`config.mk`:
```
export PLATFORM = sky130hd
export DESIGN_NAME = flv_demux_to_annexb_core_flat
export DESIGN_NICKNAME = d
export VERILOG_FILES = /design/src/rtl/fdab_pkg.sv /design/src/rtl/fdab_if.sv /design/src/rtl/flv_demux_to_annexb_core.sv /design/src/flat_wrapper.sv
export SDC_FILE = /design/constraint.sdc
export NUM_CORES = 1
export LEC_CHECK = 0
export ABC_CLOCK_PERIOD_IN_PS = 10000
export BUFFER_PORTS_ARGS = -buffer_cell sky130_fd_sc_hd__buf_2
export CAP_MARGIN = 20
export CORE_UTILIZATION = 55
export CTS_BUF_LIST = sky130_fd_sc_hd__clkbuf_2 sky130_fd_sc_hd__clkbuf_4 sky130_fd_sc_hd__clkbuf_8
export DETAILED_ROUTE_END_ITERATION = 16
export PLACE_DENSITY = 0.72
export SLEW_MARGIN = 20
export SYNTH_ARGS = -nofsm -noshare
export SYNTH_HDL_FRONTEND = slang
export SYNTH_SLANG_ARGS = --single-unit
export TNS_END_PERCENT = 30
```
`constraint.sdc`:
```
create_clock -name clock -period 10 [get_ports clock]
set_clock_uncertainty 0.2 [all_clocks]
set_input_delay 1 -clock clock [delete_from_list [all_inputs] [get_ports clock]]
set_output_delay 1 -clock clock [all_outputs]
set_load 0.02 [all_outputs]
```
`src/rtl/fdab_pkg.sv`:
```
`default_nettype none

package fdab_pkg;

   typedef enum logic [4:0] {
      PH_SIG,
      PH_SKIP,
      PH_PREV,
      PH_TAG,
      PH_DROP,
      PH_VHDR,
      PH_VPKT,
      PH_VCT,
      PH_CFG,
      PH_SPSLEN,
      PH_SPSDAT,
      PH_PPSNUM,
      PH_PPSLEN,
      PH_PPSDAT,
      PH_NALLEN,
      PH_NALDAT,
      PH_AHDR,
      PH_APKT,
      PH_ADAT,
      PH_DEAD
   } phase_type;

   typedef struct packed {
      logic [7:0] in_byte;
   } req_payload_type;

   typedef struct packed {
      logic [7:0]  out_byte;
      logic [1:0]  unit_kind;
      logic [31:0] unit_time;
      logic [3:0]  frame_kind;
      logic        audio_channels;
      logic        audio_wide;
      logic        end_of_unit;
      logic        bad_header;
   } rsp_payload_type;

   localparam logic [1:0] KIND_AVC_CONFIG = 2'd0;
   localparam logic [1:0] KIND_AVC_NALU   = 2'd1;
   localparam logic [1:0] KIND_AAC_CONFIG = 2'd2;
   localparam logic [1:0] KIND_AAC_RAW    = 2'd3;

   localparam logic CSR_PASS_AUDIO = 1'b0;
   localparam logic CSR_PASS_VIDEO = 1'b1;

   localparam logic [7:0] TAG_AUDIO  = 8'h08;
   localparam logic [7:0] TAG_VIDEO  = 8'h09;
   localparam logic [3:0] CODEC_AVC  = 4'd7;
   localparam logic [3:0] FORMAT_AAC = 4'd10;
   localparam logic [7:0] PKT_CONFIG = 8'h00;
   localparam logic [7:0] PKT_NALU   = 8'h01;

   localparam logic [31:0] FILE_HDR_LEN = 32'd9;
   localparam logic [31:0] TAG_HDR_LEN  = 32'd11;
   localparam logic [31:0] PREV_LEN     = 32'd4;
   localparam logic [31:0] VCT_LEN      = 32'd3;
   localparam logic [31:0] CFG_LEN      = 32'd6;

   localparam int MAX_RESULTS = 4;
   localparam int FIFO_DEPTH  = 8;
   localparam int FIFO_AW     = 3;
   localparam int FIFO_CW     = 4;

   function automatic logic [7:0] sig_byte(input logic [1:0] idx);
      logic [7:0] val;
      case (idx)
         2'd0:    val = 8'h46;
         2'd1:    val = 8'h4C;
         2'd2:    val = 8'h56;
         default: val = 8'h00;
      endcase
      return val;
   endfunction

endpackage

`default_nettype wire

```
`src/rtl/fdab_if.sv`:
```
`default_nettype none

interface fdab_req_if;
   import fdab_pkg::*;

   logic            valid;
   logic            ready;
   req_payload_type payload;

   modport source (output valid, output payload, input ready);
   modport sink (input valid, input payload, output ready);
endinterface

interface fdab_rsp_if;
   import fdab_pkg::*;

   logic            valid;
   logic            ready;
   rsp_payload_type payload;

   modport source (output valid, output payload, input ready);
   modport sink (input valid, input payload, output ready);
endinterface

`default_nettype wire

```
`src/rtl/flv_demux_to_annexb_core.sv`:
```
// Each result is queued by its input transaction and shows on rsp_chan once the
// results ahead of it have left. One input byte per cycle while req_chan.ready;
// each input yields 0, 1 or 4 results, which leave an 8-entry result queue at one
// per cycle while rsp_chan.ready. Input stalls while over 4 results are queued.
// Reset (synchronous, active high) clears parse state and the queue and sets
// pass_audio and pass_video to 1.
`default_nettype none

module flv_demux_to_annexb_core (
   input  logic        clock,
   input  logic        reset,
   fdab_req_if.sink    req_chan,
   fdab_rsp_if.source  rsp_chan,
   input  logic        csr_psel,
   input  logic        csr_penable,
   input  logic        csr_pwrite,
   input  logic [2:0]  csr_paddr,
   input  logic [31:0] csr_pwdata,
   output logic [31:0] csr_prdata,
   output logic        csr_pready
);
   import fdab_pkg::*;

   logic pass_audio_ff;
   logic pass_video_ff;

   phase_type   phase_ff, phase_in;
   logic [31:0] field_count_ff, field_count_in;
   logic [23:0] tag_remaining_ff, tag_remaining_in;
   logic [31:0] nal_remaining_ff, nal_remaining_in;
   logic [2:0]  length_bytes_ff, length_bytes_in;
   logic [7:0]  set_count_ff, set_count_in;
   logic [7:0]  tag_kind_ff, tag_kind_in;
   logic [31:0] tag_time_ff, tag_time_in;
   logic [7:0]  media_flags_ff, media_flags_in;

   rsp_payload_type      fifo_ff [FIFO_DEPTH];
   logic [FIFO_AW-1:0]   wr_ptr_ff, rd_ptr_ff;
   logic [FIFO_CW-1:0]   count_ff;

   logic [7:0]  b;
   logic        req_fire;
   logic        pop;
   logic [31:0] fc_inc;
   logic [31:0] fc_dec;
   logic [31:0] nal_dec;
   logic [31:0] nal16;
   logic [31:0] nal32;
   logic [31:0] sig_len;
   logic [23:0] tag_rem_dec;
   logic        tag_end;
   logic        tail_phase;
   logic        sig_bad;
   logic        pps;
   logic [7:0]  sc_dec;

   logic [2:0]  emit_n;
   logic [2:0]  push_n;
   logic [1:0]  emit_kind;
   logic [7:0]  emit_byte;
   logic        emit_eou;
   logic        emit_bad;
   rsp_payload_type emit_entry [MAX_RESULTS];

   // configuration
   assign csr_pready = 1'b1;

   always_ff @(posedge clock) begin
      if (reset) begin
         pass_audio_ff <= 1'b1;
         pass_video_ff <= 1'b1;
      end else if (csr_psel && csr_penable && csr_pwrite && csr_pready) begin
         case (csr_paddr[2])
            CSR_PASS_AUDIO: pass_audio_ff <= csr_pwdata[0];
            CSR_PASS_VIDEO: pass_video_ff <= csr_pwdata[0];
            default: ;
         endcase
      end
   end

   always_comb begin
      case (csr_paddr[2])
         CSR_PASS_AUDIO: csr_prdata = {31'd0, pass_audio_ff};
         CSR_PASS_VIDEO: csr_prdata = {31'd0, pass_video_ff};
         default:        csr_prdata = 32'd0;
      endcase
   end

   // handshake
   assign b              = req_chan.payload.in_byte;
   assign req_chan.ready = count_ff <= FIFO_CW'(FIFO_DEPTH - MAX_RESULTS);
   assign req_fire       = req_chan.valid && req_chan.ready;
   assign rsp_chan.valid = count_ff != '0;
   assign rsp_chan.payload = fifo_ff[rd_ptr_ff];
   assign pop            = rsp_chan.valid && rsp_chan.ready;

   // shared datapath terms
   assign fc_inc      = field_count_ff + 32'd1;
   assign fc_dec      = field_count_ff - 32'd1;
   assign nal_dec     = nal_remaining_ff - 32'd1;
   assign nal16       = {16'd0, nal_remaining_ff[7:0], b};
   assign nal32       = {nal_remaining_ff[23:0], b};
   assign sig_len     = (field_count_ff >= 32'd5) ? nal32 : nal_remaining_ff;
   assign tag_rem_dec = (tag_remaining_ff != '0) ? tag_remaining_ff - 24'd1 : 24'd0;
   assign tag_end     = tag_rem_dec == '0;
   assign sig_bad     = (field_count_ff < 32'd3) && (b != sig_byte(field_count_ff[1:0]));
   assign pps         = (phase_ff == PH_PPSLEN) || (phase_ff == PH_PPSDAT);
   assign sc_dec      = set_count_ff - 8'd1;

   always_comb begin
      tail_phase = !(phase_ff inside {PH_SIG, PH_SKIP, PH_PREV, PH_TAG, PH_DEAD});
   end

   // next state
   always_comb begin
      phase_in         = phase_ff;
      field_count_in   = field_count_ff;
      tag_remaining_in = tag_remaining_ff;
      nal_remaining_in = nal_remaining_ff;
      length_bytes_in  = length_bytes_ff;
      set_count_in     = set_count_ff;
      tag_kind_in      = tag_kind_ff;
      tag_time_in      = tag_time_ff;
      media_flags_in   = media_flags_ff;

      if (req_fire) begin
         case (phase_ff)
            PH_SIG: begin
               if (sig_bad) begin
                  phase_in = PH_DEAD;
               end else begin
                  nal_remaining_in = sig_len;
                  field_count_in   = fc_inc;
                  if (fc_inc == FILE_HDR_LEN) begin
                     field_count_in   = (sig_len > FILE_HDR_LEN) ? sig_len - FILE_HDR_LEN
                                                                 : 32'd0;
                     nal_remaining_in = '0;
                     phase_in = (sig_len > FILE_HDR_LEN) ? PH_SKIP : PH_PREV;
                  end
               end
            end
            PH_SKIP: begin
               field_count_in = fc_dec;
               if (fc_dec == '0) begin
                  phase_in = PH_PREV;
               end
            end
            PH_PREV: begin
               field_count_in = fc_inc;
               if (fc_inc >= PREV_LEN) begin
                  field_count_in = '0;
                  phase_in       = PH_TAG;
               end
            end
            PH_TAG: begin
               if (field_count_ff == 32'd0) begin
                  tag_kind_in = b;
               end else if (field_count_ff <= 32'd3) begin
                  tag_remaining_in = {tag_remaining_ff[15:0], b};
               end else if (field_count_ff <= 32'd6) begin
                  tag_time_in = {8'd0, tag_time_ff[15:0], b};
               end else if (field_count_ff == 32'd7) begin
                  tag_time_in = tag_time_ff | {b, 24'd0};
               end
               field_count_in = fc_inc;
               if (fc_inc >= TAG_HDR_LEN) begin
                  field_count_in = '0;
                  if (tag_remaining_in == '0) begin
                     phase_in = PH_PREV;
                  end else if (tag_kind_in == TAG_AUDIO) begin
                     phase_in = PH_AHDR;
                  end else if (tag_kind_in == TAG_VIDEO) begin
                     phase_in = PH_VHDR;
                  end else begin
                     phase_in = PH_DROP;
                  end
               end
            end
            PH_VHDR: begin
               media_flags_in = b;
               phase_in = (b[3:0] == CODEC_AVC) ? PH_VPKT : PH_DROP;
            end
            PH_VPKT: begin
               nal_remaining_in = {24'd0, b};
               field_count_in   = '0;
               phase_in         = PH_VCT;
            end
            PH_VCT: begin
               field_count_in = fc_inc;
               if (fc_inc >= VCT_LEN) begin
                  field_count_in = '0;
                  if (nal_remaining_ff == {24'd0, PKT_CONFIG}) begin
                     phase_in = PH_CFG;
                  end else if (nal_remaining_ff == {24'd0, PKT_NALU}) begin
                     phase_in = PH_NALLEN;
                  end else begin
                     phase_in = PH_DROP;
                  end
                  nal_remaining_in = '0;
               end
            end
            PH_CFG: begin
               if (field_count_ff == 32'd4) begin
                  length_bytes_in = {1'b0, b[1:0]} + 3'd1;
               end
               field_count_in = fc_inc;
               if (fc_inc >= CFG_LEN) begin
                  set_count_in     = {3'd0, b[4:0]};
                  field_count_in   = '0;
                  nal_remaining_in = '0;
                  phase_in = (b[4:0] != '0) ? PH_SPSLEN : PH_PPSNUM;
               end
            end
            PH_SPSLEN, PH_PPSLEN: begin
               nal_remaining_in = nal16;
               field_count_in   = fc_inc;
               if (fc_inc >= 32'd2) begin
                  if (nal16 == '0) begin
                     set_count_in     = sc_dec;
                     field_count_in   = '0;
                     nal_remaining_in = '0;
                     if (sc_dec == '0) begin
                        phase_in = pps ? PH_DROP : PH_PPSNUM;
                     end else begin
                        phase_in = pps ? PH_PPSLEN : PH_SPSLEN;
                     end
                  end else begin
                     phase_in = pps ? PH_PPSDAT : PH_SPSDAT;
                  end
               end
            end
            PH_SPSDAT, PH_PPSDAT: begin
               nal_remaining_in = nal_dec;
               if (nal_dec == '0) begin
                  set_count_in     = sc_dec;
                  field_count_in   = '0;
                  nal_remaining_in = '0;
                  if (sc_dec == '0) begin
                     phase_in = pps ? PH_DROP : PH_PPSNUM;
                  end else begin
                     phase_in = pps ? PH_PPSLEN : PH_SPSLEN;
                  end
               end
            end
            PH_PPSNUM: begin
               set_count_in     = b;
               field_count_in   = '0;
               nal_remaining_in = '0;
               phase_in = (b != '0) ? PH_PPSLEN : PH_DROP;
            end
            PH_NALLEN: begin
               nal_remaining_in = nal32;
               field_count_in   = fc_inc;
               if (fc_inc >= {29'd0, length_bytes_ff}) begin
                  field_count_in = '0;
                  phase_in = (nal32 != '0) ? PH_NALDAT : PH_NALLEN;
               end
            end
            PH_NALDAT: begin
               nal_remaining_in = nal_dec;
               if (nal_dec == '0) begin
                  field_count_in = '0;
                  phase_in       = PH_NALLEN;
               end
            end
            PH_AHDR: begin
               media_flags_in = b;
               phase_in = (b[7:4] == FORMAT_AAC) ? PH_APKT : PH_DROP;
            end
            PH_APKT: begin
               if (b <= 8'd1) begin
                  nal_remaining_in = 32'd2 + {24'd0, b};
                  phase_in         = PH_ADAT;
               end else begin
                  phase_in = PH_DROP;
               end
            end
            default: ;
         endcase

         // each payload byte counts down the tag
         if (tail_phase) begin
            tag_remaining_in = tag_rem_dec;
            if (tag_end) begin
               field_count_in   = '0;
               nal_remaining_in = '0;
               phase_in         = PH_PREV;
            end
         end
      end
   end

   // results of the current byte
   always_comb begin
      emit_n    = 3'd0;
      emit_kind = KIND_AVC_CONFIG;
      emit_byte = b;
      emit_eou  = 1'b0;
      emit_bad  = 1'b0;

      case (phase_ff)
         PH_SIG: begin
            if (sig_bad) begin
               emit_n   = 3'd1;
               emit_bad = 1'b1;
            end
         end
         PH_SPSLEN, PH_PPSLEN: begin
            if (fc_inc >= 32'd2) begin
               emit_n    = 3'd4;
               emit_kind = KIND_AVC_CONFIG;
               emit_eou  = nal16 == '0;
            end
         end
         PH_SPSDAT, PH_PPSDAT: begin
            emit_n    = 3'd1;
            emit_kind = KIND_AVC_CONFIG;
            emit_eou  = nal_dec == '0;
         end
         PH_NALLEN: begin
            if (fc_inc >= {29'd0, length_bytes_ff}) begin
               emit_n    = 3'd4;
               emit_kind = KIND_AVC_NALU;
               emit_eou  = nal32 == '0;
            end
         end
         PH_NALDAT: begin
            emit_n    = 3'd1;
            emit_kind = KIND_AVC_NALU;
            emit_eou  = nal_dec == '0;
         end
         PH_ADAT: begin
            emit_n    = 3'd1;
            emit_kind = nal_remaining_ff[1:0];
            emit_eou  = tag_remaining_ff == 24'd1;
         end
         default: ;
      endcase

      if (!emit_bad && (emit_kind[1] ? !pass_audio_ff : !pass_video_ff)) begin
         emit_n = 3'd0;
      end
      if (tail_phase && tag_end) begin
         emit_eou = 1'b1;
      end

      for (int k = 0; k < MAX_RESULTS; k++) begin
         emit_entry[k].out_byte       = (emit_n == 3'd1) ? emit_byte
                                                         : {7'd0, k == MAX_RESULTS - 1};
         emit_entry[k].unit_kind      = emit_bad ? 2'd0 : emit_kind;
         emit_entry[k].unit_time      = emit_bad ? 32'd0 : tag_time_ff;
         emit_entry[k].frame_kind     = (emit_bad || emit_kind[1]) ? 4'd0
                                                                   : media_flags_ff[7:4];
         emit_entry[k].audio_channels = !emit_bad && emit_kind[1] && media_flags_ff[0];
         emit_entry[k].audio_wide     = !emit_bad && emit_kind[1] && media_flags_ff[1];
         emit_entry[k].end_of_unit    = !emit_bad && emit_eou && (3'(k) == emit_n - 3'd1);
         emit_entry[k].bad_header     = emit_bad;
         if (emit_bad) begin
            emit_entry[k].out_byte = 8'd0;
         end
      end
   end

   assign push_n = req_fire ? emit_n : 3'd0;

   always_ff @(posedge clock) begin
      if (reset) begin
         phase_ff         <= PH_SIG;
         field_count_ff   <= '0;
         tag_remaining_ff <= '0;
         nal_remaining_ff <= '0;
         length_bytes_ff  <= 3'd4;
         set_count_ff     <= '0;
         tag_kind_ff      <= '0;
         tag_time_ff      <= '0;
         media_flags_ff   <= '0;
         wr_ptr_ff        <= '0;
         rd_ptr_ff        <= '0;
         count_ff         <= '0;
      end else begin
         phase_ff         <= phase_in;
         field_count_ff   <= field_count_in;
         tag_remaining_ff <= tag_remaining_in;
         nal_remaining_ff <= nal_remaining_in;
         length_bytes_ff  <= length_bytes_in;
         set_count_ff     <= set_count_in;
         tag_kind_ff      <= tag_kind_in;
         tag_time_ff      <= tag_time_in;
         media_flags_ff   <= media_flags_in;
         wr_ptr_ff        <= wr_ptr_ff + FIFO_AW'(push_n);
         rd_ptr_ff        <= rd_ptr_ff + FIFO_AW'(pop);
         count_ff         <= count_ff + FIFO_CW'(push_n) - FIFO_CW'(pop);
      end
   end

   always_ff @(posedge clock) begin
      for (int k = 0; k < MAX_RESULTS; k++) begin
         if (3'(k) < push_n) begin
            fifo_ff[wr_ptr_ff + FIFO_AW'(k)] <= emit_entry[k];
         end
      end
   end

`ifndef NO_ASSERTIONS
   a_count_bound : assert property (@(posedge clock) disable iff (reset)
      count_ff <= FIFO_CW'(FIFO_DEPTH))
      else $error("result queue overflow");

   a_ptr_track : assert property (@(posedge clock) disable iff (reset)
      (wr_ptr_ff - rd_ptr_ff) == count_ff[FIFO_AW-1:0])
      else $error("queue pointers disagree with count");

   a_dead_sticks : assert property (@(posedge clock) disable iff (reset)
      phase_ff == PH_DEAD |=> phase_ff == PH_DEAD)
      else $error("parser left dead phase");

   a_len_range : assert property (@(posedge clock) disable iff (reset)
      length_bytes_ff >= 3'd1 && length_bytes_ff <= 3'd4)
      else $error("NAL length size out of range");

   a_nal_len_idle : assert property (@(posedge clock) disable iff (reset)
      (phase_ff == PH_NALLEN) |-> field_count_ff < {29'd0, length_bytes_ff})
      else $error("length prefix count overran");
`endif

endmodule

`default_nettype wire

```
`src/flat_wrapper.sv`:
```
// flat-port wrapper written by rule: the top's interface ports become plain ports
module flv_demux_to_annexb_core_flat import fdab_pkg::*;
  (clock, reset, csr_psel, csr_penable, csr_pwrite, csr_paddr, csr_pwdata, csr_prdata, csr_pready, req_chan_valid, req_chan_payload, req_chan_ready, rsp_chan_valid, rsp_chan_payload, rsp_chan_ready);
  fdab_req_if req_chan_i ();
  fdab_rsp_if rsp_chan_i ();
  input  logic clock;
  input  logic reset;
  input  logic csr_psel;
  input  logic csr_penable;
  input  logic csr_pwrite;
  input  logic [2:0] csr_paddr;
  input  logic [31:0] csr_pwdata;
  output logic [31:0] csr_prdata;
  output logic csr_pready;
  input wire logic [$bits(req_chan_i.valid)-1:0] req_chan_valid;
  input wire logic [$bits(req_chan_i.payload)-1:0] req_chan_payload;
  output wire logic [$bits(req_chan_i.ready)-1:0] req_chan_ready;
  output wire logic [$bits(rsp_chan_i.valid)-1:0] rsp_chan_valid;
  output wire logic [$bits(rsp_chan_i.payload)-1:0] rsp_chan_payload;
  input wire logic [$bits(rsp_chan_i.ready)-1:0] rsp_chan_ready;
  assign req_chan_i.valid = req_chan_valid;
  assign req_chan_i.payload = req_chan_payload;
  assign req_chan_ready = req_chan_i.ready;
  assign rsp_chan_valid = rsp_chan_i.valid;
  assign rsp_chan_payload = rsp_chan_i.payload;
  assign rsp_chan_i.ready = rsp_chan_ready;
  flv_demux_to_annexb_core u_core (.clock(clock), .reset(reset), .req_chan(req_chan_i), .rsp_chan(rsp_chan_i), .csr_psel(csr_psel), .csr_penable(csr_penable), .csr_pwrite(csr_pwrite), .csr_paddr(csr_paddr), .csr_pwdata(csr_pwdata), .csr_prdata(csr_prdata), .csr_pready(csr_pready));
endmodule
```
* Yosys cells after proc, flatten, opt, wreduce, memory -nomap -nowiden
Memory sizes are Yosys's and may differ from the RTL's. A register that Yosys moved wholly into a read port is not among the register bits. Cells that the tools add are included.
Word-level totals: register bits 164, bits in writable memories 400, input port bits 50, output and inout port bits 85, logic and storage cells 253, memories 1
Memories:
- u_core.fifo_ff | words 8, bits a word 50, read ports 1, clocked after memory_dff 1, write ports 4, RTL line flv_demux_to_annexb_core.sv:37 | rsp_payload_type fifo_ff [FIFO_DEPTH];
Operators by class: add/sub/neg operators 16, $lt $le $gt $ge 17, equal/unequal tests 39, multiplexer cells 107, bitwise gates (word level) 4, reductions and logical operators 55
Operators with widths (number):
- $mux W32 | 26
- $pmux W32 S10 | 2
- $logic_not A32 Y1 | 6
- $mux W24 | 7
- $mux W5 | 20
- $ge A32 B3 Y1 const B | 3
- $mux W8 | 11
- $pmux W5 S15 | 1
- $eq A32 B3 Y1 const B | 2
- $ge A32 B2 Y1 const B | 2
- $pmux W32 S2 | 1
- $sub A32 B1 Y32 const B | 2
- $logic_not A24 Y1 | 2
- $eq A5 B4 Y1 const B | 8
- $add A32 B1 Y32 const B | 1
- $eq A32 B1 Y1 const B | 1
- $eq A32 B4 Y1 const B | 1
- $ge A32 B3 Y1 | 1
- $ge A32 B4 Y1 const B | 1
- $gt A32 B4 Y1 const B | 1
- $le A32 B2 Y1 const B | 1
- $le A32 B3 Y1 const B | 1
- $lt A32 B2 Y1 const B | 1
- $or A32 B32 Y32 | 1
- 62 further kinds | 135

* Longest topological paths before layout
word-level depth 13, depth in mapped cells 23, depth with buffers taken out 19

* Least setup slack after synthesis
OpenSTA, ideal clock, no wires.
path kind reg-to-reg, start point register u_core.field_count_ff[0], end point memory u_core.fifo_ff[5][0] (netlist bit) (enable), setup time 0.527 ns, arrival 6.783 ns, data required time 9.273 ns, path slack 2.491 ns, cell stages (with the launch flop) 15, path buffers 2, clock period less this slack 7.509 ns, cells stage by stage dfxtp_1 > ha_1 > clkbuf_1 > nand3_1 > or3_1 > nor3_1 > nor3_1 > a31oi_1 > nor4_2 > a41oi_1 > o221a_2 > buf_2 > inv_1 > o31a_1 > o21ai_0
RTL lines:
- from (decl) | RTL line flv_demux_to_annexb_core.sv:28 | logic [31:0] field_count_ff, field_count_in;
- from (signal assigned) | RTL line flv_demux_to_annexb_core.sv:382 | field_count_ff <= field_count_in;
- to (decl) | RTL line flv_demux_to_annexb_core.sv:37

==> results.cfg <==
[run_status]
outcome = finished, final reports clean

[logic_synthesis]
avgSynthCellArea_um2 = 10.7
synth_top_area_share_pct = 39.6
synth_most_common_cell = edfxtp_1
synthTopCellsByArea = edfxtp_1, dfxtp_1, mux4_2, a21oi_1, nor2_1
syn_inst = 2838
ys_seq_area_share_pct = 50.2
synth-edff-count = 400
post_synth_num_cell_types = 93
netlist_area_um2 = 30400
ys_ff_latch = 562
async_reset_ff_share_pct = 0
synth_common_cells = edfxtp_1, nor2_1, nand2_1, a21oi_1, clkbuf_1
synth_ff_type = edfxtp_1
yosysWarnings = 0
yosys.area.top_type = edfxtp_1

[clock_tree]
cts_tree = built
cts_resized = 0
htreeDepth = 3
clk_latency_ns = 0.71
holdBufCountCts = 0
numCtsBuffers = 92
clockRootBuffer = clkbuf_8
postCtsSetupRepairBufs = 0
cts.sinks = 562
path_clk_slew_ns = 0.06
cts_buffer_depth = 3

[finish]
fin_nets = 2922
fin_cells = 3611
nFillCells = 4361
final_area_um2 = 33200
drive_gt1_share_pct = 17.9
multiInputGateArea_um2 = 14100
syn2layout_area_growth_pct = 9.49
regArea_um2 = 15300

[critical_path]
r2r_setup_slack_ns = 3.42
worstSetupPathType = flop to flop
cp_max_fo = 27
rr_startpoint = u_core.field_count_ff[2]
arrival_ns = 6.77
critPathRequiredTime_ns = 10.19
start_kind = flop
r2r_cells = 13
timing.rr.end = u_core.fifo_ff[7][49]
cp-end-kind = flop

[min_path]
min_path_type = flop to flop
whs_path_depth = 2
worstHoldStart = u_core.tag_time_ff[16]
min_to = u_core.tag_time_ff[16]

[place]
globalplace.congestion = 0.962
dp_cells = 3436
port_buffers = 69
place_area_um2 = 31200
hpwl_um = 56700

[global_routing]
antenna_found_initial = 0
gr-usage-all-layers_pct = 31.9
grt_pass1_wl_um = 138000
overflow = 0
grt_pass1_vias = 23700
grt_max_degree = 63

[sta]
rsz0062_at_grt = no
hold_slack_ns = 0.249
finalCritPeriodShare_pct = 65.8
worstMarginPinSlew_ns = 1.13
setup_tns_ns = 0
max_freq_ghz = 0.152
setup_viol = 0
drv_slew = 0
slew_headroom_pct = 25.0
finalCriticalPeriod_ns = 6.58
hold_viol = 0

[detailed_routing]
drc = 0
drt_iter0_markers = 2711
routed_via_density = 6.68
wl_per_cell_um = 24.9
drt-total-wl_um = 90100
vias = 24100
ant_nets = 0
dr.pass1.iters = 9

[floorplan]
dieArea_um2 = 56200
dieWidth_um = 237
start_util_pct = 56.1
rows = 85
ios = 135
core_area_um2 = 54100
die_y_um = 237

[job]
max-cap-violations = 0
## routing by layer
layer	wire length, µm	GRT usage (%)	vias up	part of all wire [%]
met4	4440	16.7	0	4.9
met5	0	0	-	0
met3	7980	6.94	323	8.9
met2	43000	52.4	1364	48
met1	34600	39.6	11700	38
li1	-	-	10700	-
## state kept, by name (all words and copies together) (netlist names)
register	count
u_core.tag_time_ff	32
u_core.pass_audio_ff	1
u_core.field_count_ff	32
u_core.set_count_ff	8
u_core.rd_ptr_ff	3
u_core.tag_remaining_ff	24
u_core.length_bytes_ff	3
u_core.fifo_ff	400
u_core.media_flags_ff	6
u_core.phase_ff	5
u_core.count_ff	4
u_core.pass_video_ff	1
u_core.nal_remaining_ff	32
u_core.wr_ptr_ff	3
u_core.tag_kind_ff	8
## per-stage QoR
stage | setup WS (ns) | utilization (%)
after floorplan | 2.49 | -
after global placement | 3.54 | 57.6
after detailed placement | 3.53 | 57.6
after CTS | 3.53 | 61.3
after global routing | 3.26 | 61.4
final | 3.42 | 61.4
## cell type report
type | instances | area share [%]
sequential | 562 | 45.9
antenna | 2 | 0.0151
clock inverter | 41 | 1.08
multi-input combinational | 1998 | 42.3
tap | 696 | 2.62
clock buffer | 130 | 4.89
inverter | 49 | 0.553
timing repair buffer | 133 | 2.66
## critical path, cell delays in order, from the launching register on
cell	delay (ns)
dfxtp_1	0.87
nand2_1	0.28
nor4_2	0.84
nand3_1	0.25
o22ai_1	0.26
nand4_1	0.29
nor2_1	0.81
a41oi_1	0.45
o221a_2	0.49
a21oi_1	0.44
nand2b_1	0.30
o22ai_4	0.20
buf_16	0.25
buf_4	0.30
## cells by family after synthesis
group / Yosys count / synth area share (%)
AOI/OAI and AO/OA: 641 / 13.5
xor gates and xnor gates: 120 / 3.46
adders and majority gates: 36 / 1.51
buffers and inverters: 308 / 4.31
DFF: 562 / 50.2
muxes: 197 / 10.8
other: 2 / 0.0247
and+or+nand+nor: 972 / 16.2
## cells in the final DEF (no fill, tap or decap), drive strengths merged, types with 11 or more instances in the layout
cell type    n
clkbuf     130
o211ai      20
a31oi       37
buf        133
o21ai      180
o31ai       20
nand3       67
a221oi      12
nor4        47
a211oi      18
edfxtp     400
nand2      219
dfxtp      162
mux2i       43
a22oi       15
xnor2       63
nand4       41
o22ai       21
xor2        57
mux4       100
clkinv      30
or3         36
nor3       109
a21o        11
nand2b      25
nand3b      15
inv         50
mux2        54
o221a       13
and2        48
conb        32
a21oi      185
or2         13
ha          35
nor2b       18
or4         20
and3        42
nor2       241
## worst max path at each step
stage | slack, ns | cells past startpoint | from | to
finish | 3.42 | 13 | u_core.field_count_ff[2] | u_core.fifo_ff[7][49]
global route | 3.26 | 13 | u_core.field_count_ff[2] | u_core.fifo_ff[7][1]
CTS | 3.53 | 13 | u_core.field_count_ff[2] | u_core.fifo_ff[7][1]
detailed placement | 3.53 | 13 | u_core.field_count_ff[2] | u_core.fifo_ff[7][1]
global placement | 3.54 | 13 | u_core.field_count_ff[2] | u_core.fifo_ff[6][1]
floorplan | 2.49 | 14 | u_core.field_count_ff[0] | u_core.fifo_ff[5][0]
Power is not shown: default switching activity piles up to over one toggle a cycle in this logic, so the estimate is an artifact.
